<file path="config.mk">
export PLATFORM = sky130hd
export DESIGN_NAME = scp_front_flat
export DESIGN_NICKNAME = d
export VERILOG_FILES = /design/src/rtl/core/scp_pkg.sv /design/src/rtl/core/scp_if.sv /design/src/rtl/core/scp_front.sv /design/src/flat_wrapper.sv
export SDC_FILE = /design/constraint.sdc
export NUM_CORES = 2
export LEC_CHECK = 0
export ABC_AREA = 0
export ABC_CLOCK_PERIOD_IN_PS = 20400
export BUFFER_PORTS_ARGS = -buffer_cell sky130_fd_sc_hd__buf_4
export CAP_MARGIN = 20
export CORE_ASPECT_RATIO = 0.7
export CORE_MARGIN = 10
export CORE_UTILIZATION = 35
export CTS_CLUSTER_SIZE = 28
export DETAILED_ROUTE_END_ITERATION = 16
export SYNTH_ARGS = -nofsm -noshare
export SYNTH_HDL_FRONTEND = slang
export SYNTH_SLANG_ARGS = --single-unit
</file>
<file path="constraint.sdc">
create_clock -name i_clk -period 20.4 [get_ports i_clk]
set_input_delay 4.08 -clock i_clk [delete_from_list [all_inputs] [get_ports i_clk]]
set_output_delay 4.08 -clock i_clk [all_outputs]
set_load 0.01 [all_outputs]
</file>
<file path="src/rtl/core/scp_pkg.sv">
// ----------------------------------------------------------------------------
// Segment collision predictor package
// Widths, pipeline payload types and the shared scale-add-clamp helpers.
// ----------------------------------------------------------------------------
package scp_pkg;

    localparam int FRAC_BITS = 16;
    localparam int DATA_W    = 32;
    localparam int HALF_W    = 31;
    localparam int NUM_W     = 34;                 // magnitude of the contact numerator
    localparam int DEN_W     = 33;                 // magnitude of the relative speed
    localparam int DVD_W     = NUM_W + FRAC_BITS;  // scaled numerator, one cell per bit
    localparam int CELLS     = DVD_W;
    localparam int PROD_W    = 2 * DATA_W;
    localparam int SHR_W     = PROD_W - FRAC_BITS;
    localparam int SUM_W     = SHR_W + 2;

    localparam logic signed [DATA_W-1:0] MAX_VAL = {1'b0, {(DATA_W-1){1'b1}}};
    localparam logic signed [DATA_W-1:0] MIN_VAL = {1'b1, {(DATA_W-1){1'b0}}};

    typedef struct packed {
        logic signed [DATA_W-1:0] sc;
        logic [DATA_W-1:0]        sv_mag;
        logic                     sv_neg;
        logic [PROD_W-1:0]        step_prod;
        logic                     step_neg;
        logic                     overlap;
        logic                     possible;
        logic                     neg;
    } t_pay;

    typedef struct packed {
        logic [DEN_W-1:0] den;
        logic [DEN_W-1:0] rem;
        logic [DVD_W-1:0] dvd;
        logic [DVD_W-1:0] quo;
        t_pay             pay;
    } t_div;

    typedef struct packed {
        logic signed [DATA_W-1:0] value;
        logic                     sat;
    } t_clamp;

    // Center plus or minus a product magnitude scaled down by the fraction bits.
    function automatic logic signed [SUM_W-1:0] add_scaled(
        input logic signed [DATA_W-1:0] sc,
        input logic [PROD_W-1:0]        prod,
        input logic                     neg
    );
        logic signed [SUM_W-1:0] sc_ext;
        logic signed [SUM_W-1:0] m_ext;
        sc_ext = {{(SUM_W-DATA_W){sc[DATA_W-1]}}, sc};
        m_ext  = {{(SUM_W-SHR_W){1'b0}}, prod[PROD_W-1:FRAC_BITS]};
        return neg ? sc_ext - m_ext : sc_ext + m_ext;
    endfunction

    function automatic t_clamp clamp_sum(input logic signed [SUM_W-1:0] v);
        t_clamp r;
        r.sat   = 1'b0;
        r.value = v[DATA_W-1:0];
        if (v > SUM_W'(MAX_VAL)) begin
            r.sat   = 1'b1;
            r.value = MAX_VAL;
        end else if (v < SUM_W'(MIN_VAL)) begin
            r.sat   = 1'b1;
            r.value = MIN_VAL;
        end
        return r;
    endfunction

endpackage

</file>
<file path="src/rtl/core/scp_if.sv">
// ----------------------------------------------------------------------------
// Segment collision predictor channels
// Valid/ready channels for segment pairs and for prediction results.
// ----------------------------------------------------------------------------
interface scp_in_if;
    logic                                    valid;
    logic                                    ready;
    logic signed [scp_pkg::DATA_W-1:0]       self_center;
    logic        [scp_pkg::HALF_W-1:0]       self_half_length;
    logic signed [scp_pkg::DATA_W-1:0]       self_speed;
    logic signed [scp_pkg::DATA_W-1:0]       other_center;
    logic        [scp_pkg::HALF_W-1:0]       other_half_length;
    logic signed [scp_pkg::DATA_W-1:0]       other_speed;
    logic signed [scp_pkg::DATA_W-1:0]       step_time;

    modport source (output valid, self_center, self_half_length, self_speed,
                    other_center, other_half_length, other_speed, step_time,
                    input ready);
    modport sink   (input valid, self_center, self_half_length, self_speed,
                    other_center, other_half_length, other_speed, step_time,
                    output ready);
endinterface


</file>
<file path="src/rtl/core/scp_front.sv">
// ----------------------------------------------------------------------------
// Segment collision predictor front stage
// Overlap test, contact numerator and speed magnitudes, step product.
// ----------------------------------------------------------------------------
module scp_front (
    input  logic                i_clk,
    input  logic                i_rst_n,
    input  logic                i_adv,
    scp_in_if.sink              i_in,
    output logic                o_valid,
    output scp_pkg::t_div       o_data
);
    import scp_pkg::*;

    logic signed [DATA_W-1:0] sc, sv, oc, ov, dt;
    logic signed [DATA_W+1:0] sc34, oc34, sr34, or34;
    logic signed [DATA_W:0]   vrel, crel, vneg;
    logic signed [DATA_W+2:0] rsum35, crel35, num, numn;
    logic [DATA_W-1:0]        sv_mag, dt_mag;
    logic                     overlap;
    t_div                     n_data;
    logic                     r_valid;
    t_div                     r_data;

    assign sc = i_in.self_center;
    assign sv = i_in.self_speed;
    assign oc = i_in.other_center;
    assign ov = i_in.other_speed;
    assign dt = i_in.step_time;

    always_comb begin
        sc34 = {{2{sc[DATA_W-1]}}, sc};
        oc34 = {{2{oc[DATA_W-1]}}, oc};
        sr34 = {3'b000, i_in.self_half_length};
        or34 = {3'b000, i_in.other_half_length};
        if (sc == oc) begin
            overlap = 1'b1;
        end else if (sc < oc) begin
            overlap = (sc34 + sr34) >= (oc34 - or34);
        end else begin
            overlap = (sc34 - sr34) <= (oc34 + or34);
        end

        vrel   = {sv[DATA_W-1], sv} - {ov[DATA_W-1], ov};
        crel   = {sc[DATA_W-1], sc} - {oc[DATA_W-1], oc};
        vneg   = -vrel;
        rsum35 = {4'b0000, i_in.self_half_length} + {4'b0000, i_in.other_half_length};
        crel35 = {{2{crel[DATA_W]}}, crel};
        // Facing edges: self's right edge when self is at or left of other.
        num    = (sc <= oc) ? -(rsum35 + crel35) : (rsum35 - crel35);
        numn   = -num;
        sv_mag = sv[DATA_W-1] ? DATA_W'(-sv) : sv;
        dt_mag = dt[DATA_W-1] ? DATA_W'(-dt) : dt;

        n_data.den           = vrel[DATA_W] ? vneg[DEN_W-1:0] : vrel[DEN_W-1:0];
        n_data.rem           = '0;
        n_data.dvd           = {(num[DATA_W+2] ? numn[NUM_W-1:0] : num[NUM_W-1:0]),
                                {FRAC_BITS{1'b0}}};
        n_data.quo           = '0;
        n_data.pay.sc        = sc;
        n_data.pay.sv_mag    = sv_mag;
        n_data.pay.sv_neg    = sv[DATA_W-1];
        n_data.pay.step_prod = dt_mag * sv_mag;
        n_data.pay.step_neg  = dt[DATA_W-1] != sv[DATA_W-1];
        n_data.pay.overlap   = overlap;
        n_data.pay.possible  = sv != ov;
        n_data.pay.neg       = num[DATA_W+2] != vrel[DATA_W];
    end

    always_ff @(posedge i_clk) begin
        if (!i_rst_n) begin
            r_valid <= 1'b0;
        end else if (i_adv) begin
            r_valid <= i_in.valid;
        end
    end

    always_ff @(posedge i_clk) begin
        if (i_adv) begin
            r_data <= n_data;
        end
    end

    assign i_in.ready = i_adv;
    assign o_valid    = r_valid;
    assign o_data     = r_data;

endmodule

</file>
<file path="src/flat_wrapper.sv">
// flat-port wrapper written by rule: the top's interface ports become plain ports
module scp_front_flat import scp_pkg::*;
  (i_clk, i_rst_n, i_adv, o_valid, o_data, i_in_valid, i_in_self_center, i_in_self_half_length, i_in_self_speed, i_in_other_center, i_in_other_half_length, i_in_other_speed, i_in_step_time, i_in_ready);
  scp_in_if i_in_i ();
  input  logic i_clk;
  input  logic i_rst_n;
  input  logic i_adv;
  output logic o_valid;
  output scp_pkg::t_div o_data;
  input wire logic [$bits(i_in_i.valid)-1:0] i_in_valid;
  input wire logic [$bits(i_in_i.self_center)-1:0] i_in_self_center;
  input wire logic [$bits(i_in_i.self_half_length)-1:0] i_in_self_half_length;
  input wire logic [$bits(i_in_i.self_speed)-1:0] i_in_self_speed;
  input wire logic [$bits(i_in_i.other_center)-1:0] i_in_other_center;
  input wire logic [$bits(i_in_i.other_half_length)-1:0] i_in_other_half_length;
  input wire logic [$bits(i_in_i.other_speed)-1:0] i_in_other_speed;
  input wire logic [$bits(i_in_i.step_time)-1:0] i_in_step_time;
  output wire logic [$bits(i_in_i.ready)-1:0] i_in_ready;
  assign i_in_i.valid = i_in_valid;
  assign i_in_i.self_center = i_in_self_center;
  assign i_in_i.self_half_length = i_in_self_half_length;
  assign i_in_i.self_speed = i_in_self_speed;
  assign i_in_i.other_center = i_in_other_center;
  assign i_in_i.other_half_length = i_in_other_half_length;
  assign i_in_i.other_speed = i_in_other_speed;
  assign i_in_i.step_time = i_in_step_time;
  assign i_in_ready = i_in_i.ready;
  scp_front u_core (.i_clk(i_clk), .i_rst_n(i_rst_n), .i_adv(i_adv), .i_in(i_in_i), .o_valid(o_valid), .o_data(o_data));
endmodule
</file>
=== After elaboration in Yosys (flattened, before gate mapping) ===
Index checks and enable logic that the tools add are counted.

* Logic and storage cells: 41
* Input port bits: 226
* Output and inout bits: 301
* Register bits: 201

* $add $sub $neg: 14
* Multiplexer cells: 6
* Multipliers: 1
* Magnitude comparators: 4
* Equality and inequality tests: 4

{| class="wikitable"
|+ Operators with widths
! cell !! number
|-
| subtractor 32 x 32 -> 33 bit || 4
|-
| 2-to-1 mux 32 bit || 3
|-
| adder 32 x 32 -> 33 bit || 2
|-
| multiplier 32 x 32 -> 64 bit || 1
|-
| negation 32 bit || 2
|-
| 2-to-1 mux 35 bit || 1
|-
| negation 35 bit || 1
|-
| adder 33 x 33 -> 34 bit || 1
|-
| greater-or-equal comparator 34 bit || 1
|-
| <= comparator 34 bit || 1
|-
| 2-to-1 mux 34 bit || 1
|-
| negation 34 bit || 1
|-
| subtractor 33 x 33 -> 34 bit || 1
|-
| negation 33 bit || 1
|-
| adder 31 x 31 -> 32 bit || 1
|-
| == test 32 bit || 1
|-
| <= comparator 32 bit || 1
|-
| less-than comparator 32 bit || 1
|-
| inequality test 32 bit || 1
|-
| inequality test 1 bit || 2
|-
| 2-to-1 mux 1 bit || 1
|}

=== Logic depth before layout (Yosys ltp) ===
* Depth after elaboration: 6
* Depth in mapped cells: 42
* Mapped depth without buffers: 40

=== Worst setup path before layout ===
OpenSTA, ideal clock, no wires.

* Path type: input port to flip-flop
* Start: in i_in_self_speed[0]
* End: reg u_core.r_data (netlist bit u_core.o_data[67]), data pin
* Library setup time: 0.260 ns
* Required time: 20.140 ns
* Path buffers: 2
* Slack: 6.413 ns
* Stages: 39
* Data arrival time: 13.727 ns
* Cells stage by stage: inv_1 > clkbuf_1 > ha_1 > nand2b_1 > nand2b_1 > or3_1 > nand2b_1 > or2_2 > o41ai_1 > xor2_1 > clkbuf_1 > nor2_1 > fa_1 > inv_1 > fa_1 > inv_1 > fa_1 > inv_1 > [... 3 more ...] > fa_1 > fa_1 > fa_1 > ha_1 > and3_1 > nand2_1 > a2111oi_0 > a22o_1 > a2111oi_0 > nor3_1 > nor2_1 > a221oi_1 > a41oi_1 > o21ai_0 > nand3_1 > nand3_1 > a21oi_1 > xnor2_1

{| class="wikitable"
|+ RTL lines
! item !! line !! source
|-
| from (decl) || flat_wrapper.sv:13 || <nowiki>input wire logic [$bits(i_in_i.self_speed)-1:0] i_in_self_speed;</nowiki>
|-
| to (signal assigned) || scp_front.sv:80 || <nowiki>r_data <= n_data;</nowiki>
|-
| to (decl) || scp_front.sv:23 || <nowiki>t_div r_data;</nowiki>
|}

==> flow_summary.json <==
{
  "outcome": "completed",
  "layout_commonest_cell": "inv_1",
  "seq_area_frac_synth_pct": 10.27,
  "min_period_ns": 16.45,
  "grt_pass1_wl_um": 345500,
  "critPathKind": "in2reg",
  "track_usage_pct": 25.20,
  "drt_wl_total_um": 238900,
  "fillers": 16800,
  "min_from": "u_core.o_valid",
  "port_buffers": 427,
  "avgSynthCellArea_sq_um": 8.504,
  "period_share_pct": 80.64,
  "synth_edf_count": 200,
  "wl_per_cell_um": 25.22,
  "postCtsSetupRepairBufs": 0,
  "grt_setup_unrepaired": "no",
  "cts_made_buffers": 28,
  "viasPerCell": 5.380,
  "ys.flop_type": "edfxtp_1",
  "drv_cap": 0,
  "path_max_fanout": 23,
  "start_kind": "input pin",
  "cts-root-buf": "clkbuf_16",
  "synth_top_area_share_pct": 30.86,
  "cts_tree": "built",
  "layout_common_cells": "1,207 x inv_1, 905 x fa_1, 881 x nor2_1, 633 x nand2_1, 617 x ha_1",
  "yosysTopAreaCell": "fa_1",
  "crit_path_end_kind": "flip-flop",
  "antenna_left": 0,
  "cts_hold_buf": 0,
  "yosys_warnings": 0,
  "cts.sinks": 201,
  "cp.arrival_ns": 16.86,
  "clk_path_buf_depth": 3,
  "path_clk_slew_ns": 0.07,
  "finalSetupViolations": 0,
  "grt_overflow_total": 0,
  "max_freq_ghz": 0.06079,
  "route.vias.total": 50970,
  "route.detailed.drc": 0,
  "antenna_found_initial": 23,
  "drtIter0Drc": 5926,
  "worst_path_max_delay_cell": "clkinv_1",
  "fin_skew_ns": 0,
  "required_ns": 20.81,
  "dp_hpwl_um": 200400,
  "start_util_pct": 35.31,
  "drive_gt1_share_pct": 9.632,
  "hold_viol": 0,
  "die_w_um": 509.5,
  "critPathMostFrequentCell": "fa_1",
  "ys_ff_latch": 201,
  "max_stage_delay_ns": 0.80,
  "reg2reg_from": "u_core.o_valid",
  "syn_area_sq_mm": 0.05870,
  "cp-startpoint": "i_in_self_speed[0]",
  "htreeDepth": 1,
  "slew_violations": 0,
  "pin_count": 527,
  "fin_nets": 8965,
  "cts_resized": 0,
  "yosysUniqueCellTypes": 115,
  "rows": 125,
  "first_pass_iters": 8,
  "grt_max_degree": 57,
  "ys_async_sr_fraction_pct": 0,
  "core_sq_mm": 0.1663,
  "tightest_slew_ns": 1.221,
  "yosys-top-cells-area": "fa_1 31%, ha_1 13%, edfxtp_1 10%, inv_1 7.7%, nor2_1 5.6%",
  "area.growth.synth_to_final_pct": 11.55,
  "die_h_um": 362.6,
  "gp_congestion": 1.049,
  "worstHoldPathType": "reg2reg",
  "die_area_sq_mm": 0.1848,
  "grt_pass1_vias": 50130,
  "synthCells": 6903,
  "max_slew_margin_pct": 18.50,
  "tns_ns": 0,
  "clock_latency_ns": 0.67
}
## kinds of logic after synthesis
kind of cell | count (synthesis) | synth area share (%)
AO/OA/AOI/OAI | 1080 | 12.27
XOR/XNOR | 461 | 6.891
adder cells (fa/ha/maj) | 1522 | 44.01
buffers and inverters | 1567 | 10.76
flip-flops | 201 | 10.27
multiplexers | 16 | 0.2771
other | 1 | 0.006388
AND/OR/NAND/NOR | 2055 | 15.52
## worst max-delay path, delay by kind of cell
| family | cells | cell delay (ns) |
|---|---|---|
| and+or+nand+nor | 12 | 2.51 |
| buffers and inverters | 9 | 2.04 |
| xor gates and xnor gates | 2 | 0.79 |
| AOI/OAI and AO/OA | 8 | 3.18 |
| adders and majority gates | 10 | 4.22 |
## synth_stat cells (11+ instances only)
| cell | count |
|---|---|
| a2111oi_0 | 12 |
| a211oi_1 | 32 |
| a21boi_0 | 13 |
| a21o_1 | 109 |
| a21oi_1 | 328 |
| a31o_2 | 11 |
| a31oi_1 | 29 |
| and2_1 | 27 |
| and3_1 | 33 |
| buf_2 | 20 |
| buf_4 | 106 |
| clkbuf_1 | 214 |
| clkinv_1 | 13 |
| edfxtp_1 | 200 |
| fa_1 | 905 |
| ha_1 | 617 |
| inv_1 | 1207 |
| mux2i_1 | 14 |
| nand2_1 | 633 |
| nand2b_1 | 87 |
| nand3_1 | 55 |
| nand4_1 | 42 |
| nor2_1 | 881 |
| nor2b_1 | 61 |
| nor3_1 | 79 |
| nor4_1 | 29 |
| o211ai_1 | 35 |
| o21a_1 | 46 |
| o21ai_0 | 192 |
| o21ai_1 | 16 |
| o21bai_1 | 45 |
| o31a_1 | 17 |
| o31ai_1 | 32 |
| o41ai_1 | 13 |
| or2_2 | 14 |
| or3_1 | 38 |
| or4_1 | 12 |
| xnor2_1 | 313 |
| xor2_1 | 147 |
## area by class of cell
class                           count  area [sq um]  area share, %
Sequential cell                   201          6026          9.202
Clock buffer                       31         711.9          1.087
Clock inverter                     18         168.9         0.2580
Antenna cell                       17         42.54        0.06497
Inverter                         1221          4583          6.999
Timing Repair Buffer              532          4029          6.153
Tap cell                         2222          2780          4.246
Multi-Input combinational cell   5233         47140          71.99
## per-layer routing
metal / GRT usage [%] / part of all wire, % / vias to the layer above
met5: 0 / 0.040 / -
met1: 36.67 / 44 / 25050
met4: 11.29 / 5.4 / 6
met2: 32.87 / 38 / 2927
met3: 8.805 / 13 / 468
li1: - / - / 22530
## final timing paths
check                                         end  slack (ns)  cells past startpoint
worst min-delay path               u_core.o_valid        0.53                      2
worst max register to register     u_core.o_valid       19.80                      2
worst min register to register     u_core.o_valid        0.53                      2
worst max-delay path            u_core.o_data[67]        3.95                     41
## sequential cells by signal, summed over array words and instances, names as in the netlist
register,flops
u_core.o_data,200
u_core.o_valid,1
## metrics by stage
stage          cells  setup slack (ns)  hold slack [ns]  area (sq um)  utilization, %
2_1_floorplan   7001             6.413           0.5383         59070               -
5_1_grt         9473             3.395           0.5565         65480           39.38
3_5_place_dp    9408             3.074           0.5224         64530           38.81
6_report        9475             3.950           0.5316         65480           39.39
3_3_place_gp    9406             3.539           0.5056         64510           38.80
4_1_cts         9457             3.769           0.5392         65410           39.34
Power is not shown: default switching activity piles up to over one toggle a cycle in this logic, so the estimate is an artifact.
