## src/rtl/core/scp_pkg.sv

```systemverilog
// ----------------------------------------------------------------------------
// Segment collision predictor package
// Widths, pipeline payload types and the shared scale-add-clamp helpers.
// ----------------------------------------------------------------------------
package scp_pkg;

    localparam int FRAC_BITS = 16;
    localparam int DATA_W    = 32;
    localparam int HALF_W    = 31;
    localparam int NUM_W     = 34;                 // magnitude of the contact numerator
    localparam int DEN_W     = 33;                 // magnitude of the relative speed
    localparam int DVD_W     = NUM_W + FRAC_BITS;  // scaled numerator, one cell per bit
    localparam int CELLS     = DVD_W;
    localparam int PROD_W    = 2 * DATA_W;
    localparam int SHR_W     = PROD_W - FRAC_BITS;
    localparam int SUM_W     = SHR_W + 2;

    localparam logic signed [DATA_W-1:0] MAX_VAL = {1'b0, {(DATA_W-1){1'b1}}};
    localparam logic signed [DATA_W-1:0] MIN_VAL = {1'b1, {(DATA_W-1){1'b0}}};

    typedef struct packed {
        logic signed [DATA_W-1:0] sc;
        logic [DATA_W-1:0]        sv_mag;
        logic                     sv_neg;
        logic [PROD_W-1:0]        step_prod;
        logic                     step_neg;
        logic                     overlap;
        logic                     possible;
        logic                     neg;
    } t_pay;

    typedef struct packed {
        logic [DEN_W-1:0] den;
        logic [DEN_W-1:0] rem;
        logic [DVD_W-1:0] dvd;
        logic [DVD_W-1:0] quo;
        t_pay             pay;
    } t_div;

    typedef struct packed {
        logic signed [DATA_W-1:0] value;
        logic                     sat;
    } t_clamp;

    // Center plus or minus a product magnitude scaled down by the fraction bits.
    function automatic logic signed [SUM_W-1:0] add_scaled(
        input logic signed [DATA_W-1:0] sc,
        input logic [PROD_W-1:0]        prod,
        input logic                     neg
    );
        logic signed [SUM_W-1:0] sc_ext;
        logic signed [SUM_W-1:0] m_ext;
        sc_ext = {{(SUM_W-DATA_W){sc[DATA_W-1]}}, sc};
        m_ext  = {{(SUM_W-SHR_W){1'b0}}, prod[PROD_W-1:FRAC_BITS]};
        return neg ? sc_ext - m_ext : sc_ext + m_ext;
    endfunction

    function automatic t_clamp clamp_sum(input logic signed [SUM_W-1:0] v);
        t_clamp r;
        r.sat   = 1'b0;
        r.value = v[DATA_W-1:0];
        if (v > SUM_W'(MAX_VAL)) begin
            r.sat   = 1'b1;
            r.value = MAX_VAL;
        end else if (v < SUM_W'(MIN_VAL)) begin
            r.sat   = 1'b1;
            r.value = MIN_VAL;
        end
        return r;
    endfunction

endpackage

```

## src/rtl/core/scp_div_cell.sv

```systemverilog
// ----------------------------------------------------------------------------
// Segment collision predictor divider cell
// One restoring-division step: produces one quotient bit and hands on.
// ----------------------------------------------------------------------------
module scp_div_cell (
    input  logic          i_clk,
    input  logic          i_rst_n,
    input  logic          i_adv,
    input  logic          i_valid,
    input  scp_pkg::t_div i_data,
    output logic          o_valid,
    output scp_pkg::t_div o_data
);
    import scp_pkg::*;

    logic [DEN_W:0] trial, diff;
    logic           fits;
    t_div           n_data;
    logic           r_valid;
    t_div           r_data;

    always_comb begin
        trial      = {i_data.rem, i_data.dvd[DVD_W-1]};
        diff       = trial - {1'b0, i_data.den};
        fits       = trial >= {1'b0, i_data.den};
        n_data     = i_data;
        n_data.rem = fits ? diff[DEN_W-1:0] : trial[DEN_W-1:0];
        n_data.dvd = {i_data.dvd[DVD_W-2:0], 1'b0};
        n_data.quo = {i_data.quo[DVD_W-2:0], fits};
    end

    always_ff @(posedge i_clk) begin
        if (!i_rst_n) begin
            r_valid <= 1'b0;
        end else if (i_adv) begin
            r_valid <= i_valid;
        end
    end

    always_ff @(posedge i_clk) begin
        if (i_adv) begin
            r_data <= n_data;
        end
    end

    assign o_valid = r_valid;
    assign o_data  = r_data;

endmodule

```

## config.mk

```make
export PLATFORM = sky130hd
export DESIGN_NAME = scp_div_cell
export DESIGN_NICKNAME = d
export VERILOG_FILES = /design/src/rtl/core/scp_pkg.sv /design/src/rtl/core/scp_div_cell.sv
export SDC_FILE = /design/constraint.sdc
export NUM_CORES = 1
export LEC_CHECK = 0
export BUFFER_PORTS_ARGS = -buffer_cell sky130_fd_sc_hd__clkbuf_2
export CAP_MARGIN = 20
export CORE_AREA = 2 2 236 238
export DETAILED_ROUTE_END_ITERATION = 16
export DIE_AREA = 0 0 238 240
export PLACE_DENSITY_LB_ADDON = 0.12
export REMOVE_ABC_BUFFERS = 1
export SLEW_MARGIN = 15
export SYNTH_ARGS = -nofsm -noshare
export SYNTH_HDL_FRONTEND = slang
export SYNTH_SLANG_ARGS = --single-unit
export TNS_END_PERCENT = 20
```

## constraint.sdc

```tcl
create_clock -name i_clk -period 4 [get_ports i_clk]
set_input_delay 0.2 -clock i_clk [delete_from_list [all_inputs] [get_ports i_clk]]
set_output_delay 0.2 -clock i_clk [all_outputs]
set_load 0.1 [all_outputs]
```

# Word-level counts from Yosys, hierarchy flattened
# Index checks and enable logic that the tools add are counted.
[classes]
n_mul = 0
eq_ne = 0
order_cmp = 1
n_bitwise = 0
n_reduce_logical = 0
n_mux = 1
shift = 0
n_div = 0
addsub = 1
[ops]
columns = ["op", "count"]
rows = [
  ["$ge A34 B33 Y1", 1],
  ["$mux W33", 1],
  ["$sub A33 B33 Y33", 1],
]
[totals]
mem_count = 0
in_bits = 303
latch_bits = 0
mem_bits_ro = 0
elab_cells = 16
output_inout_bits = 300
ram_bits = 0
regBits = 299

# Depth between registers and ports, before layout
# Gate-level depths: netlist of run 1.
[depth]
depth_word = 2
mapped_depth = 13

# Worst setup path after synthesis of run 1
# Ideal clock, no wire load.
[synth_path]
path_type = "input to register"
startpoint = "in i_data[232] (netlist name)"
endpoint = "reg r_data, in the netlist o_data[265] (data pin)"
cell_stages = 12
setup_slack_ps = 1317
required_time_ps = 3740
t_arrival_ps = 2424
path_cell_list = "inv_1 ha_1 inv_1 fa_1 a21o_1 a221oi_2 o211ai_1 a21o_1 a211oi_2 o311ai_1 xor2_1 mux2_2"
[synth_lines]
columns = ["element", "line_no", "source"]
rows = [
  ["from (decl)", "scp_div_cell.sv:10", "input scp_pkg::t_div i_data,"],
  ["to (signal assigned)", "scp_div_cell.sv:42", "r_data <= n_data;"],
  ["to (decl)", "scp_div_cell.sv:20", "t_div r_data;"],
]

==> metrics.md, run 1 <==
| Metric | Value |
|---|---|
| Outcome | completed |
| Worst-Skew Late Latency | 0.53 ns |
| Yosys warns | 0 |
| Slew margin rel. | 0.552 |
| Total congestion overflow | 0 |
| Synth top area cells | edfxtp_1 (79%), ha_1 (3.6%), a21oi_1 (2.1%), inv_1 (1.5%), xnor2_1 (1.4%) |
| Lkg Pwr | 8.46 nW |
| First-pass GRT wire length | 62500 µm |
| # rows | 86 |
| Drt drc | 0 |
| Commonest cells post-synth | edfxtp_1 (298), a21oi_1 (48), inv_1 (44) |
| Fin crit period | 3.32 ns |
| Synth Register Bits | 299 |
| Kind of critical path | in -> reg |
| Asr flop ratio synth | 0 |
| Library cells used by synthesis | 64 |
| Initial core utilization | 0.208 |
| Post_cts resized | 0 |
| Mapped Area | 11400 µm² |
| Die Height | 240 µm |
| Final HPWL DP | 34500 µm |
| Cell taking the most area after synthesis | edfxtp_1 |
| Iteration count of the initial detailed-routing pass | 4 |
| Max-cap violations | 0 |
| Crit path required time | 4.29 ns |
| Mapped Cells | 653 |
| Critical path peak fanout | 3 |
| Post-DRT Antenna Nets | 0 |
| Root buffer cell | clkbuf_16 |
| RSZ-0062 raised after global routing | no |
| Clock Sinks | 299 |
| Min setup slack post-route | 0.677 ns |
| Worst R2R Path Depth | 3 |
| Period utilization | 0.831 |
| Crit path capture | o_data[261] |
| Critical Path AT | 3.61 ns |
| Share of cells above drive strength 1 | 0.427 |
| Total CTS buffers | 38 |
| Worst-path clk slew | 0.06 ns |
| Most frequent cell after synthesis | edfxtp_1 |
| Fmax | 301 MHz |
| Wire per inst | 19.5 µm |
| # nets final | 1914 |
| Maximum vdd drop | 0.000262 V |
| Initial antenna violation count | 9 |
| Final Cell Area | 19400 µm² |
| Largest net degree at the start of global routing | 76 |
| Post-synth top flop | edfxtp_1 |
| TritonCTS clock tree | yes |
| Final wirelength | 45100 µm |
| Sequential area share after synthesis | 0.788 |
| Final setup fails | 0 |
| H-tree Lvls | 2 |
| Clock Skews | 0 ns |
| # port buffers | 600 |
| Placed cell area | 15300 µm² |
| Vias/cell | 3.96 |
| PwrDens | 533 nW/µm² |
| Number of synthesized flops with an enable pin | 298 |
| Final Instance Count excl. Fillers | 2314 |
| DR iter-0 viols | 368 |
| Pwr Total | 10.3 mW |
| Die span in x | 238 µm |
| Critical path origin | i_data[232] |
| Startpoint Class | input port |
| Final hold vios | 0 |
| Final core utilization | 0.355 |
| P&R area growth vs syn | 70.3% |
| Clock tree buffer depth | 3 |
| FF-to-FF Start | o_valid |
| Syn avg cell area | 17.4 µm² |
| Worst Setup End Kind | flip-flop |
| IO Pins | 603 |
| Die footprint | 57100 µm² |
| Tot GR Track Use | 0.149 |
| Pins Over Slew Limit | 0 |
| Core area | 54700 µm² |
| Routability Congestion | 0.765 |
| HP Class | in -> reg |
| R2R Setup Slk | 2.86 ns |
| Total number of vias | 9165 |
| Slew @ Worst Pin | 0.675 ns |
| Setup tns final | 0 ns |
| Setup slack at placement | 0.682 ns |
| Inst Count DP | 1952 |
| Reg-to-Reg End | o_valid |
| Post-synth top area share | 0.786 |
| Number of global-route vias before repair | 9430 |
| WHS | 0.0320 ns |
==> critical path, cell delays in order <==
cell           delay [ns]
dlygate4sd3_1        0.54
clkbuf_2             0.11
inv_1                0.05
ha_1                 0.15
inv_1                0.05
fa_1                 0.40
a21o_1               0.24
a221oi_2             0.32
o211ai_1             0.17
a21o_1               0.25
a211oi_2             0.49
o31ai_1              0.18
xor2_1               0.17
mux2_2               0.28
==> registers in the layout, summed over array words and instances (netlist names) <==
name,cells
o_valid,1
o_data,298
==> worst min path at each step <==
stage	start	endpoint	slack, ns	depth (start not counted)
floorplan	i_data[0]	o_data[0]	0.30	0
global placement	i_data[225]	o_data[226]	0.38	1
detailed placement	i_data[139]	o_data[140]	0.38	1
CTS	i_data[239]	o_data[240]	0.001	3
global route	i_data[239]	o_data[240]	0.03	3
finish	i_data[257]	o_data[258]	0.03	2
==> placed cells by master (no fill, tap or decap), types with 18 or more instances in the layout <==
cell type	count
a21oi_1	48
clkbuf_16	39
clkbuf_2	599
dlygate4sd3_1	289
edfxtp_1	298
ha_1	33
inv_1	44
nand2_1	22
nor2_1	36
xnor2_1	18
==> cell families after synthesis <==
| group | Yosys count | synth area share |
|---|---|---|
| adder cells (fa/ha/maj) | 34 | 0.0380 |
| AND/OR/NAND/NOR | 96 | 0.0395 |
| other | 1 | 0.000329 |
| AO/OA/AOI/OAI | 123 | 0.0748 |
| multiplexers | 16 | 0.0159 |
| buffers and inverters | 54 | 0.0207 |
| flip-flops | 299 | 0.788 |
| XOR/XNOR | 30 | 0.0231 |
==> power breakdown <==
part | internal, mW | total (mW) | switching, mW
registers | 3.77 | 3.84 | 0.0729
clock network | 1.93 | 3.29 | 1.36
logic | 0.638 | 3.20 | 2.56
total | 6.34 | 10.3 | 3.99
==> area by class of cell <==
type	instances	area, µm²
Antenna cell	4	10.0
Tap cell	704	881
Multi-Input combinational cell	300	2180
Timing Repair Buffer	894	5990
Clock inverter	26	185
Fill cell	5457	35300
Inverter	44	165
Clock buffer	43	1000
Sequential cell	299	8970
==> per-layer routing <==
layer  share of wire  up-vias  GRT usage
li1                -     4366          -
met1            0.38     4394      0.165
met2            0.53      328      0.276
met3           0.066       67     0.0427
met4           0.027       10     0.0462
met5          0.0015        -          0
==> what timing repair did <==
item                                   in CTS  in global routing
hold buffers                              289                  0
setup buffers                               0                  0
endpoints found under the hold margin     288                  0
Power figures use the tool's default switching activity.
==> run 2, diff against run 1 <==
==> constraint.sdc (replaced) <==
create_clock -name i_clk -period 2.9 [get_ports i_clk]
set_input_delay 0.145 -clock i_clk [delete_from_list [all_inputs] [get_ports i_clk]]
set_output_delay 0.145 -clock i_clk [all_outputs]
set_load 0.1 [all_outputs]
==> run 2 against run 1 <==
Effect of this change: cell count rose by 1.6%; worst hold slack improved by 0.040 ns; flip-flop and latch count did not move; wire length increased by 1.6%; register-to-register slack got worse by 1.1 ns; worst setup slack got worse by 0.56 ns; count of clock-buffer cells in the layout rose by 1; sequential power grew 38%; power rose by 37%; clock skew is the same; utilization rose by 0.61 points; final area up 1.7%; critical path type unchanged; critical endpoint is now o_data[265]; largest power group unchanged.
==> metrics.md, run 2 (same netlist as run 1, synthesis figures left out) <==
| Metric | Value |
|---|---|
| Outcome | completed |
| Fmax | 360 MHz |
| Commonest non-fill, non-tap cell in the layout | clkbuf_2 |
| GR met2 Demand/Resource | 0.282 (+0.00558) |
| Comb power frac | 0.317 (+0.008) |
| IO Pins | 603 (unchanged) |
| Die footprint | 57100 µm² (unchanged) |
| Crit path buf inv count | 3 (-1) |
| Max FFs per register | 298 (unchanged) |
| Largest net degree at the start of global routing | 66 (-13%) |
| CP Cell Sequence | dlygate4sd3_1 -> clkbuf_2 -> ha_1 -> a21o_4 -> a221oi_2 -> o211ai_1 -> a21o_1 -> a211oi_2 -> buf_4 -> o311ai_2 -> xor2_1 -> mux2_2 |
| P_sw | 5.53 mW (+39%) |
| Slowest CP cell | dlygate4sd3_1 |
| Total CTS buffers | 37 (-2.6%) |
| Maximum vdd drop | 0.000424 V (+62%) |
| Final Instance Count excl. Fillers | 2352 (+1.6%) |
| CP top delay family | compound AO/OA/AOI/OAI gates |
| Number of global-route vias before repair | 9814 (+4.1%) |
| Share of cells above drive strength 1 | 0.437 (+0.00986) |
| First-pass GRT wire length | 63700 µm (+1.9%) |
| Iteration count of the initial detailed-routing pass | 6 (+2) |
| GR Util met1 | 0.164 (-0.000850) |
| Most frequent cells in the layout | clkbuf_2 (598), edfxtp_1 (298), dlygate4sd3_1 (297) |
| Drt drc | 0 (unchanged) |
| Final setup fails | 0 (unchanged) |
| # nets final | 1955 (+2.1%) |
| Final wirelength | 45800 µm (+1.6%) |
| Setup slack at placement | -0.0644 ns (-0.747 ns) |
| # rows | 86 (unchanged) |
| Vias/cell | 3.94 (-0.49%) |
| Total number of vias | 9270 (+1.1%) |
| WHS | 0.0720 ns (+0.0401 ns) |
| Final hold vios | 0 (unchanged) |
| TritonCTS clock tree | yes |
| Crit path largest cell delay | 0.54 ns (about the same) |
| Fin crit period | 2.78 ns |
| Worst Setup End Kind | flip-flop |
| Critical path peak fanout | 6 (+3) |
| Met3 usage | 0.0436 (+0.000918) |
| Sequential Power Share | 0.374 (+0.002) |
| Routability Congestion | 0.790 (+3.3%) |
| # port buffers | 600 (unchanged) |
| Core area | 54700 µm² (unchanged) |
| PwrDens | 718 nW/µm² (+35%) |
| Clock tree buffer depth | 3 (unchanged) |
| Slew @ Worst Pin | 0.647 ns (-0.0274 ns) |
| Startpoint Class | input port |
| Final core utilization | 0.361 (+0.00611) |
| Lkg Pwr | 8.63 nW (+2.0%) |
| Initial core utilization | 0.208 (unchanged) |
| Final HPWL DP | 35200 µm (+2.1%) |
| Sw Share | 0.390 (+0.00370) |
| Clock Power Share | 0.309 (-0.009) |
| Period utilization | 0.958 |
| Clock Sinks | 299 (unchanged) |
| Kind of critical path | in -> reg |
| Wire per inst | 19.5 µm (about the same) |
| Internal | 8.64 mW (+36%) |
| Initial antenna violation count | 9 (unchanged) |
| HP Class | in -> reg |
| Worst-Skew Late Latency | 0.54 ns (about the same) |
| Inst Count DP | 1985 (+1.7%) |
| Max-cap violations | 0 (unchanged) |
| Post-DRT Antenna Nets | 0 (unchanged) |
| Die Height | 240 µm (unchanged) |
| Crit path required time | 3.20 ns (-1.09 ns) |
| P&R area growth vs syn | 73.2% |
| H-tree Lvls | 2 (unchanged) |
| Total congestion overflow | 0 (unchanged) |
| Tot GR Track Use | 0.152 (+0.00260) |
| Critical Path AT | 3.08 ns (-0.53 ns) |
| Worst-path clk slew | 0.06 ns (about the same) |
| Global route hottest layer | met2 |
| Min setup slack post-route | 0.121 ns (-0.556 ns) |
| Clock Skews | 0 ns (unchanged) |
| RSZ-0062 raised after global routing | no |
| DR iter-0 viols | 326 (-11%) |
| Slew margin rel. | 0.570 (+0.0182) |
| Die span in x | 238 µm (unchanged) |
| Pins Over Slew Limit | 0 (unchanged) |
| Root buffer cell | clkbuf_16 |
[run 2: changes by cell type in the layout (fill, tap and decap cells not counted), sizes merged]
cell | previous run | this run
clkinvlp | 1 | 2
diode | 4 | 5
dlymetal6s4s | 0 | 1
clkinv | 22 | 16
buf | 6 | 40
dlygate4sd3 | 289 | 297
bufinv | 2 | 1
[run 2: worst min-delay path, delay by kind of cell]
family          cells  cell delay, ns
simple gates        1            0.11
compound gates      1            0.05
buf+inv             1            0.13
[run 2: path summary, 6_finish.rpt]
| path | start | end | slack [ns] | cells past startpoint |
|---|---|---|---|---|
| hold reg to reg | o_valid | o_valid | 1.07 | 3 |
| setup / recovery | i_data[236] | o_data[265] | 0.12 | 12 |
| setup reg to reg | o_valid | o_valid | 1.75 | 3 |
| hold / removal | i_data[253] | o_data[254] | 0.07 | 3 |
[run 2: power groups by stage]
stage                     combinational [mW]  sequential, mW  clock, mW
after floorplan                        0.460            8.12          0
after global placement                  4.17            5.39          0
after detailed placement                4.17            5.39          0
after CTS                               4.53            5.30       4.58
after global routing                    4.66            5.34       4.69
final                                   4.49            5.30       4.38
[run 2: through the flow]
step / TNS [ns] / area, µm² / power, mW
global route: 0 / 19700 / 14.7
floorplan: 0 / 11300 / 8.58
finish: 0 / 19700 / 14.2
global placement: -0.0951 / 15600 / 9.56
CTS: 0 / 19700 / 14.4
detailed placement: -0.209 / 15600 / 9.55
[run 2: layer usage]
metal  share of wire  wire length, µm
met1            0.37            16900
met4           0.035             1600
met5          0.0011               52
met3           0.066             3010
met2            0.53            24200
[run 2: timing repair]
item,CTS,global route
hold buffers,297,1
buffers inserted,0,1
endpoints found under the setup margin,0,22
hold endpoints to repair,296,1
resized for setup,0,9
[run 2: cell type report]
type / instances / area [µm²]
Clock buffer: 44 / 973
Timing Repair Buffer: 936 / 6350
Tap cell: 704 / 881
Antenna cell: 5 / 12.5
Fill cell: 5438 / 34900
Clock inverter: 20 / 149
Multi-Input combinational cell: 300 / 2220
Inverter: 44 / 165
Sequential cell: 299 / 8970
