**src/rtl/core/scp_pkg.sv**
```systemverilog
// ----------------------------------------------------------------------------
// Segment collision predictor package
// Widths, pipeline payload types and the shared scale-add-clamp helpers.
// ----------------------------------------------------------------------------
package scp_pkg;

    localparam int FRAC_BITS = 16;
    localparam int DATA_W    = 32;
    localparam int HALF_W    = 31;
    localparam int NUM_W     = 34;                 // magnitude of the contact numerator
    localparam int DEN_W     = 33;                 // magnitude of the relative speed
    localparam int DVD_W     = NUM_W + FRAC_BITS;  // scaled numerator, one cell per bit
    localparam int CELLS     = DVD_W;
    localparam int PROD_W    = 2 * DATA_W;
    localparam int SHR_W     = PROD_W - FRAC_BITS;
    localparam int SUM_W     = SHR_W + 2;

    localparam logic signed [DATA_W-1:0] MAX_VAL = {1'b0, {(DATA_W-1){1'b1}}};
    localparam logic signed [DATA_W-1:0] MIN_VAL = {1'b1, {(DATA_W-1){1'b0}}};

    typedef struct packed {
        logic signed [DATA_W-1:0] sc;
        logic [DATA_W-1:0]        sv_mag;
        logic                     sv_neg;
        logic [PROD_W-1:0]        step_prod;
        logic                     step_neg;
        logic                     overlap;
        logic                     possible;
        logic                     neg;
    } t_pay;

    typedef struct packed {
        logic [DEN_W-1:0] den;
        logic [DEN_W-1:0] rem;
        logic [DVD_W-1:0] dvd;
        logic [DVD_W-1:0] quo;
        t_pay             pay;
    } t_div;

    typedef struct packed {
        logic signed [DATA_W-1:0] value;
        logic                     sat;
    } t_clamp;

    // Center plus or minus a product magnitude scaled down by the fraction bits.
    function automatic logic signed [SUM_W-1:0] add_scaled(
        input logic signed [DATA_W-1:0] sc,
        input logic [PROD_W-1:0]        prod,
        input logic                     neg
    );
        logic signed [SUM_W-1:0] sc_ext;
        logic signed [SUM_W-1:0] m_ext;
        sc_ext = {{(SUM_W-DATA_W){sc[DATA_W-1]}}, sc};
        m_ext  = {{(SUM_W-SHR_W){1'b0}}, prod[PROD_W-1:FRAC_BITS]};
        return neg ? sc_ext - m_ext : sc_ext + m_ext;
    endfunction

    function automatic t_clamp clamp_sum(input logic signed [SUM_W-1:0] v);
        t_clamp r;
        r.sat   = 1'b0;
        r.value = v[DATA_W-1:0];
        if (v > SUM_W'(MAX_VAL)) begin
            r.sat   = 1'b1;
            r.value = MAX_VAL;
        end else if (v < SUM_W'(MIN_VAL)) begin
            r.sat   = 1'b1;
            r.value = MIN_VAL;
        end
        return r;
    endfunction

endpackage

```
**src/rtl/core/scp_if.sv**
```systemverilog


interface scp_out_if;
    logic                              valid;
    logic                              ready;
    logic                              overlap_now;
    logic                              contact_possible;
    logic signed [scp_pkg::DATA_W-1:0] contact_time;
    logic signed [scp_pkg::DATA_W-1:0] contact_center;
    logic signed [scp_pkg::DATA_W-1:0] stepped_center;
    logic                              saturated;

    modport source (output valid, overlap_now, contact_possible, contact_time,
                    contact_center, stepped_center, saturated, input ready);
    modport sink   (input valid, overlap_now, contact_possible, contact_time,
                    contact_center, stepped_center, saturated, output ready);
endinterface

```
**src/rtl/core/scp_back.sv**
```systemverilog
// ----------------------------------------------------------------------------
// Segment collision predictor back end
// Clamps the contact time, forms both centers and holds the result register.
// ----------------------------------------------------------------------------
module scp_back (
    input  logic          i_clk,
    input  logic          i_rst_n,
    input  logic          i_valid,
    input  scp_pkg::t_div i_data,
    output logic          o_take,
    scp_out_if.source     o_out
);
    import scp_pkg::*;

    logic                     en_b, en_c;
    logic [DVD_W-1:0]         q;
    logic                     big, sat_t, t_neg;
    logic [DATA_W-1:0]        tmag;
    logic signed [DATA_W-1:0] t_val;
    t_clamp                   step_c, cc_c;

    logic                     r_vb;
    logic signed [DATA_W-1:0] r_t;
    logic                     r_sat_t;
    logic [PROD_W-1:0]        r_cc_prod;
    logic                     r_cc_neg;
    logic signed [DATA_W-1:0] r_sc;
    logic                     r_possible;
    logic                     r_overlap;
    t_clamp                   r_step;

    logic                     r_vc;
    logic                     r_o_overlap, r_o_possible, r_o_sat;
    logic signed [DATA_W-1:0] r_o_t, r_o_cc, r_o_step;

    assign en_c   = !r_vc || o_out.ready;
    assign en_b   = !r_vb || en_c;
    assign o_take = en_b;

    always_comb begin
        q     = i_data.quo;
        big   = |q[DVD_W-1:DATA_W];
        sat_t = 1'b0;
        tmag  = q[DATA_W-1:0];
        if (i_data.pay.neg) begin
            if (big || (q[DATA_W-1] && (|q[DATA_W-2:0]))) begin
                sat_t = 1'b1;
                tmag  = MIN_VAL;
            end
        end else if (big || q[DATA_W-1]) begin
            sat_t = 1'b1;
            tmag  = MAX_VAL;
        end
        if (!i_data.pay.possible) begin
            sat_t = 1'b0;
            tmag  = '0;
        end
        t_neg  = i_data.pay.neg && (tmag != '0);
        t_val  = t_neg ? DATA_W'(-tmag) : tmag;
        step_c = clamp_sum(add_scaled(i_data.pay.sc, i_data.pay.step_prod,
                                      i_data.pay.step_neg));
        cc_c   = clamp_sum(add_scaled(r_sc, r_cc_prod, r_cc_neg));
    end

    always_ff @(posedge i_clk) begin
        if (!i_rst_n) begin
            r_vb <= 1'b0;
            r_vc <= 1'b0;
        end else begin
            if (en_b) begin
                r_vb <= i_valid;
            end
            if (en_c) begin
                r_vc <= r_vb;
            end
        end
    end

    always_ff @(posedge i_clk) begin
        if (en_b) begin
            r_t        <= t_val;
            r_sat_t    <= sat_t;
            r_cc_prod  <= i_data.pay.sv_mag * tmag;
            r_cc_neg   <= i_data.pay.sv_neg != t_neg;
            r_sc       <= i_data.pay.sc;
            r_possible <= i_data.pay.possible;
            r_overlap  <= i_data.pay.overlap;
            r_step     <= step_c;
        end
        if (en_c) begin
            r_o_overlap  <= r_overlap;
            r_o_possible <= r_possible;
            r_o_t        <= r_t;
            r_o_cc       <= r_possible ? cc_c.value : '0;
            r_o_step     <= r_step.value;
            r_o_sat      <= r_sat_t || r_step.sat || (r_possible && cc_c.sat);
        end
    end

    assign o_out.valid            = r_vc;
    assign o_out.overlap_now      = r_o_overlap;
    assign o_out.contact_possible = r_o_possible;
    assign o_out.contact_time     = r_o_t;
    assign o_out.contact_center   = r_o_cc;
    assign o_out.stepped_center   = r_o_step;
    assign o_out.saturated        = r_o_sat;

endmodule

```
**src/flat_wrapper.sv**
```systemverilog
// flat-port wrapper written by rule: the top's interface ports become plain ports
module scp_back_flat import scp_pkg::*;
  (i_clk, i_rst_n, i_valid, i_data, o_take, o_out_valid, o_out_overlap_now, o_out_contact_possible, o_out_contact_time, o_out_contact_center, o_out_stepped_center, o_out_saturated, o_out_ready);
  scp_out_if o_out_i ();
  input  logic i_clk;
  input  logic i_rst_n;
  input  logic i_valid;
  input  scp_pkg::t_div i_data;
  output logic o_take;
  output wire logic [$bits(o_out_i.valid)-1:0] o_out_valid;
  output wire logic [$bits(o_out_i.overlap_now)-1:0] o_out_overlap_now;
  output wire logic [$bits(o_out_i.contact_possible)-1:0] o_out_contact_possible;
  output wire logic [$bits(o_out_i.contact_time)-1:0] o_out_contact_time;
  output wire logic [$bits(o_out_i.contact_center)-1:0] o_out_contact_center;
  output wire logic [$bits(o_out_i.stepped_center)-1:0] o_out_stepped_center;
  output wire logic [$bits(o_out_i.saturated)-1:0] o_out_saturated;
  input wire logic [$bits(o_out_i.ready)-1:0] o_out_ready;
  assign o_out_valid = o_out_i.valid;
  assign o_out_overlap_now = o_out_i.overlap_now;
  assign o_out_contact_possible = o_out_i.contact_possible;
  assign o_out_contact_time = o_out_i.contact_time;
  assign o_out_contact_center = o_out_i.contact_center;
  assign o_out_stepped_center = o_out_i.stepped_center;
  assign o_out_saturated = o_out_i.saturated;
  assign o_out_i.ready = o_out_ready;
  scp_back u_core (.i_clk(i_clk), .i_rst_n(i_rst_n), .i_valid(i_valid), .i_data(i_data), .o_take(o_take), .o_out(o_out_i));
endmodule
```
**config.mk**
```make
export PLATFORM = sky130hd
export DESIGN_NAME = scp_back_flat
export DESIGN_NICKNAME = d
export VERILOG_FILES = /design/src/rtl/core/scp_pkg.sv /design/src/rtl/core/scp_if.sv /design/src/rtl/core/scp_back.sv /design/src/flat_wrapper.sv
export SDC_FILE = /design/constraint.sdc
export NUM_CORES = 2
export LEC_CHECK = 0
export BUFFER_PORTS_ARGS = -buffer_cell sky130_fd_sc_hd__buf_2
export CORE_ASPECT_RATIO = 0.8
export CORE_MARGIN = 4
export CORE_UTILIZATION = 45
export CTS_CLUSTER_SIZE = 40
export DETAILED_ROUTE_END_ITERATION = 8
export PLACE_DENSITY = 0.75
export SETUP_SLACK_MARGIN = 0.15
export SLEW_MARGIN = 20
export SYNTH_ARGS = -nofsm -noshare
export SYNTH_HDL_FRONTEND = slang
export SYNTH_SLANG_ARGS = --single-unit
```
**constraint.sdc**
```tcl
create_clock -name i_clk -period 16.9 [get_ports i_clk]
set_input_delay 1.69 -clock i_clk [delete_from_list [all_inputs] [get_ports i_clk]]
set_output_delay 1.69 -clock i_clk [all_outputs]
set_load 0.05 [all_outputs]
```
* Yosys cells after proc, flatten, opt, wreduce, memory -nomap -nowiden
Cells that the tools add are included.
** Storage, ports and cells
- Word-level logic and storage cells :: 58
- Output and inout bits :: 101
- Bits of input ports :: 303
- Flip-flop bits (word level) :: 266
** Operators by class
- Multiply operators :: 1
- Equal/unequal tests :: 1
- Mux-type cells :: 13
- $lt $le $gt $ge :: 4
- Bitwise logic cells :: 1
- $add $sub $neg :: 5
- Reduce and logical (&&, ||, !) cells :: 15
** Operator list (number)
- two-way mux 32 bit :: 6
- adder 32 x 49 -> 50 bit :: 2
- greater-than comparator 50 x 32 -> 1 bit, second input constant :: 2
- < comparator 50 x 32 -> 1 bit, second input constant :: 2
- two-way mux 50 bit :: 2
- subtractor 32 x 49 -> 50 bit :: 2
- two-way mux 33 bit :: 2
- multiplier 32 x 32 -> 64 bit :: 1
- negation 32 bit :: 1
- nonzero test 32 bit :: 1
- OR reduction 31 bit :: 1
- OR reduction 18 bit :: 1
- logical OR 1 bit :: 6
- logical AND 1 bit :: 3
- two-way mux 1 bit :: 3
- zero test 1 bit :: 2
- OR reduction 2 bit :: 1
- inequality test 1 bit :: 1
- NOT 1 bit :: 1

* Depth between registers and ports, before layout
- Depth after elaboration :: 9
- Depth in mapped cells :: 36
- Depth with buffers taken out :: 33

* Worst setup path before layout
Ideal clock, no wire load.
- Path kind :: input-to-reg
- Start point :: in i_data[138] (netlist name)
- End point :: reg u_core.r_cc_prod[58] (data pin)
- Setup time :: 0.266 ns
- Required time :: 16.634 ns
- Path slack :: 6.541 ns
- Arrival time :: 10.094 ns
- Buffers on the path :: 3
- Stages on the path :: 31
- Cell sequence :: or4_4 nor3_4 a41o_1 nand3_1 clkbuf_1 nor2_1 clkbuf_1 nand2_1 fa_1 inv_1 fa_1 inv_1 fa_1 inv_1 fa_1 fa_1 fa_1 fa_1 fa_1 ha_1 clkbuf_1 nand3_1 nor3_1 nand3_1 or2_2 a311oi_1 o2111ai_1 o21ai_1 a21boi_0 o21ai_1 xor2_1
** Between the ends
- Cells in the longest elaborated chain, start to end :: 7
- Elaborated cells between the ends (all ways) :: 8
- Those cells by class :: mul: 1; mux: 4; reduce/logical: 3
** Ends and longest elaborated chain
- start: declaration :: RTL line flat_wrapper.sv:8 : input scp_pkg::t_div i_data;
- OR reduction 31 bit :: RTL line scp_back.sv:46 : if (big || (q[DATA_W-1] && (|q[DATA_W-2:0]))) begin
- logical AND 1 bit :: RTL line scp_back.sv:46
- logical OR 1 bit :: RTL line scp_back.sv:46
- two-way mux 32 bit :: RTL line scp_back.sv:46
- two-way mux 32 bit * :: RTL line scp_back.sv:45 : if (i_data.pay.neg) begin
- two-way mux 32 bit * :: RTL line scp_back.sv:54 : if (!i_data.pay.possible) begin
- multiplier 32 x 32 -> 64 bit * :: RTL line scp_back.sv:83 : r_cc_prod <= i_data.pay.sv_mag * tmag;
- end signal: assignment :: RTL line scp_back.sv:83
- end: declaration :: RTL line scp_back.sv:25 : logic [PROD_W-1:0] r_cc_prod;
Mark *: on every way between the ends. The rest lies on a longest branch, timed or not.
A chain may end at the register's enable or synchronous reset.

* Worst setup path after layout
- Start point :: in i_data[142] (netlist name)
- End point :: reg u_core.r_cc_prod[59] (data pin)
The elaborated chain is that of the path after synthesis.

==> results.yml <==
cts:
  clock_sinks: 250
  numCtsBuffers: 27
  htree_levels: 1
  cts_resized: 0
  cts_root_buf: "clkbuf_16"
  cts_setup_buffers: 0
  clk_latency_ns: 0.58
  cts_tree: "yes"
  path_clk_slew_ns: 0.06
  cts_hold_buf: 0
  clock_path_buffers: 3
setup_path:
  crit_family: "adder cells"
  r2r_end: "u_core.o_out.contact_center[9]$_SDFFCE_PN0P_"
  r2r_start: "u_core.r_cc_prod[25]$_DFFE_PP_"
  required_ns: 17.20
  critical_path.max_stage_delay_ns: 0.90
  worstSetupStartpointType: "primary input"
  crit_type: "in -> reg"
  crit_top_cell: "fa_1"
  crit_arrival_ns: 12.87
  critPathBufInv: 6
  slowest_stage: "a311oi_1"
  rrSetupSlack_ns: 9.54
  cp-end-kind: "register"
  cp_max_fo: 36
  reg2reg_depth: 21
min_path:
  hold_path_end: "u_core.o_out.stepped_center[14]$_DFFE_PP_"
  hold_class: "reg -> reg"
  hold_start: "u_core.r_step[15]$_SDFFCE_PN1P_"
  whs_path_depth: 0
pwr:
  ir_worst_vdd_mv: 0.371
  powerDensity_nw_per_um2: 146
  p_leak_nw: 25.8
  finalPower_mw: 7.99
sta:
  worst_slack_ns: 4.33
  final-setup-viol-count: 0
  drv_slew: 0
  worst_pin_slew_ns: 1.17
  hold_viol: 0
  rsz0062_at_grt: "false"
  layout_min_cycle_time_ns: 12.57
  fin_crit_sh_pct: 74.4
  slew_headroom_pct: 21.4
  skew_ns: 0.0304
  fin_setup_tns_ns: 0
  hold_ws_ns: 0.418
  clock.fmax_mhz: 79.5
synth:
  yosysSeqAreaShare_pct: 14.6
  synth_xor_area_share_pct: 4.29
  ys_seq_elements: 250
  synth_area_leader_cell: "fa_1"
  syn_nets: 7145
  yosys.cell_count.top_type: "inv_1"
  synth_cell_types: 102
  synthSimpleGateAreaFrac_pct: 18.3
  ys_top_cells_by_count: "929 x inv_1, 897 x fa_1, 624 x nand2_1, 606 x and2_1, 361 x ha_1"
  avgSynthCellArea_sq_um: 9.21
  netlist_area_sq_um: 51400
  async_reset_ff_share_pct: 0
  synth_area_leaders: "fa_1 35%, edfxtp_1 14%, ha_1 8.8%"
  synth_mux_area_share_pct: 0.163
  synth_edf_count: 248
  synth_top_family_by_area: "adder cells"
  netlist.area_leader.share_pct: 34.9
  synth-compound-area-share_pct: 9.70
  yosysWarnings: 0
  synth_fa_ha_area_share_pct: 43.7
  synthCells: 5584
  ys.flop_type: "edfxtp_1"
global_route:
  grt_pass1_wl_mm: 232
  grt_use_total_pct: 24.6
  grt_max_degree: 120
  first_global_vias: 41500
  grt_overflow_total: 0
  antenna_found_initial: 5
floorplan:
  pin_count: 404
  die_h_microns: 310
  core_sq_um: 113000
  initial_core_util_pct: 45.5
  num_rows: 110
  fp.dieW_microns: 386
  dieArea_sq_um: 120000
final_layout:
  drive_above_1_share_pct: 8.54
  regArea_sq_um: 7490
  nFillCells: 10300
  syn_to_final_growth_pct: 6.74
  multi_input_area_sq_um: 39300
  layout.nets: 7184
job:
  max_cap_viol_count: 0
drt:
  first_pass_iters: 9
  via_per_inst: 5.63
  drc: 0
  antenna_left: 0
  drt-initial-drc-count: 3236
  vias: 40300
  wirelength_mm: 147
  wl_per_cell_microns: 20.5
placed_design:
  port_buffers: 271
  gp_congestion: 0.921
  hpwl_mm: 111
  pre_cts_slack_ns: 4.24
status:
  status: "complete, no violations"
## state kept, by name, indices dropped and copies added (netlist names)
name and flops:
u_core.o_out.valid 1, u_core.r_cc_neg 1, u_core.o_out.contact_time 32, u_core.r_cc_prod 48
u_core.r_sat_t 1, u_core.o_out.saturated 1, u_core.r_overlap 1, u_core.o_out.stepped_center 32
u_core.r_possible 1, u_core.o_out.contact_center 32, u_core.r_sc 32, u_core.o_out.overlap_now 1
u_core.r_step 33, u_core.o_out.contact_possible 1, u_core.r_vb 1, u_core.r_t 32
## cell usage in the layout, fill, tap and decap left out, drive strengths merged, types with 18 or more instances in the layout
cell / netlist / final
nor2b: 24 / 24
edfxtp: 248 / 248
o211ai: 48 / 48
a31oi: 41 / 41
a211oi: 18 / 18
and2: 606 / 606
nand3: 49 / 49
a21oi: 228 / 228
clkbuf: 275 / 32
nor3: 68 / 68
or3: 20 / 20
inv: 929 / 930
o21a: 25 / 25
nor2: 220 / 220
and3: 31 / 31
xor2: 68 / 68
o21bai: 30 / 30
buf: 36 / 321
nor4: 34 / 34
nand2: 624 / 624
o21ai: 147 / 147
xnor2: 183 / 183
fa: 897 / 897
nand4: 78 / 78
nand2b: 18 / 18
a21o: 90 / 90
ha: 361 / 361
## metrics by stage
stage / cells / instance area (sq um) / util (%)
finish: 7159 / 54900 / 48.6
global route: 7154 / 54900 / 48.6
CTS: 7151 / 54800 / 48.5
detailed placement: 7104 / 53900 / 47.7
global placement: 7104 / 53900 / 47.7
floorplan: 5584 / 51400 / -
## area by class of cell
type	instances	share of cell area, %
clock inverters	15	0.424
clock buffers	32	1.27
diodes	6	0.0274
well taps	1512	3.45
multi-input cells	4094	71.6
repair buffers	321	3.24
inverters	929	6.36
flip-flops and latches	250	13.6
## logic make-up (layout without fill, tap and decap cells)
family                     Yosys count  after routing
AOI/OAI and AO/OA                  746            746
xor gates and xnor gates           251            251
adders and majority gates         1258           1258
buffers and inverters             1240           1297
DFF                                250            250
muxes                                8              8
other                                0              6
and+or+nand+nor                   1831           1831
## power by group
group,internal (mW),switching (mW),total (mW)
logic,2.32,3.88,6.20
clock network,0.372,0.259,0.631
registers,1.06,0.108,1.17
total,3.75,4.25,7.99
## metal layers
layer | routed length [microns] | GRT usage [%] | vias to the layer above
li1 | - | - | 17900
met4 | 5420 | 8.40 | 2
met5 | 11 | 0 | -
met1 | 60900 | 34.0 | 20200
met2 | 67000 | 39.2 | 1883
met3 | 13500 | 4.28 | 335
## worst reg2reg max path, cell delays in order (launching register included)
cell and delay (ns):
edfxtp_1 0.42, or4_1 0.60, nor4_1 0.54, nand2_1 0.12, nor2_1 0.37, nand2_1 0.16
nor2_1 0.42, a21oi_1 0.16, xnor2_1 0.17, ha_1 0.47, nand4_1 0.24, nor4_1 0.72
nand4_1 0.16, o21ai_1 0.53, nor4_1 0.10, nor3b_1 0.33, o22ai_1 0.14, nor4_1 0.34
nand4_1 0.24, o21ai_4 0.49, buf_16 0.24, o211ai_1 0.13
## how the worst max path moves through the flow
| stage | depth (start not counted) | startpoint | end | slack (ns) |
|---|---|---|---|---|
| 2_1_floorplan | 31 | i_data[138] | u_core.r_cc_prod[58]$_DFFE_PP_ | 6.54 |
| 3_3_place_gp | 31 | i_data[142] | u_core.r_cc_prod[59]$_DFFE_PP_ | 4.35 |
| 3_5_place_dp | 31 | i_data[142] | u_core.r_cc_prod[58]$_DFFE_PP_ | 4.24 |
| 4_1_cts | 31 | i_data[142] | u_core.r_cc_prod[59]$_DFFE_PP_ | 4.76 |
| 5_1_grt | 31 | i_data[143] | u_core.r_cc_prod[58]$_DFFE_PP_ | 4.26 |
| 6_report | 31 | i_data[142] | u_core.r_cc_prod[59]$_DFFE_PP_ | 4.33 |
No activity file was read; power rests on OpenSTA's default activity.
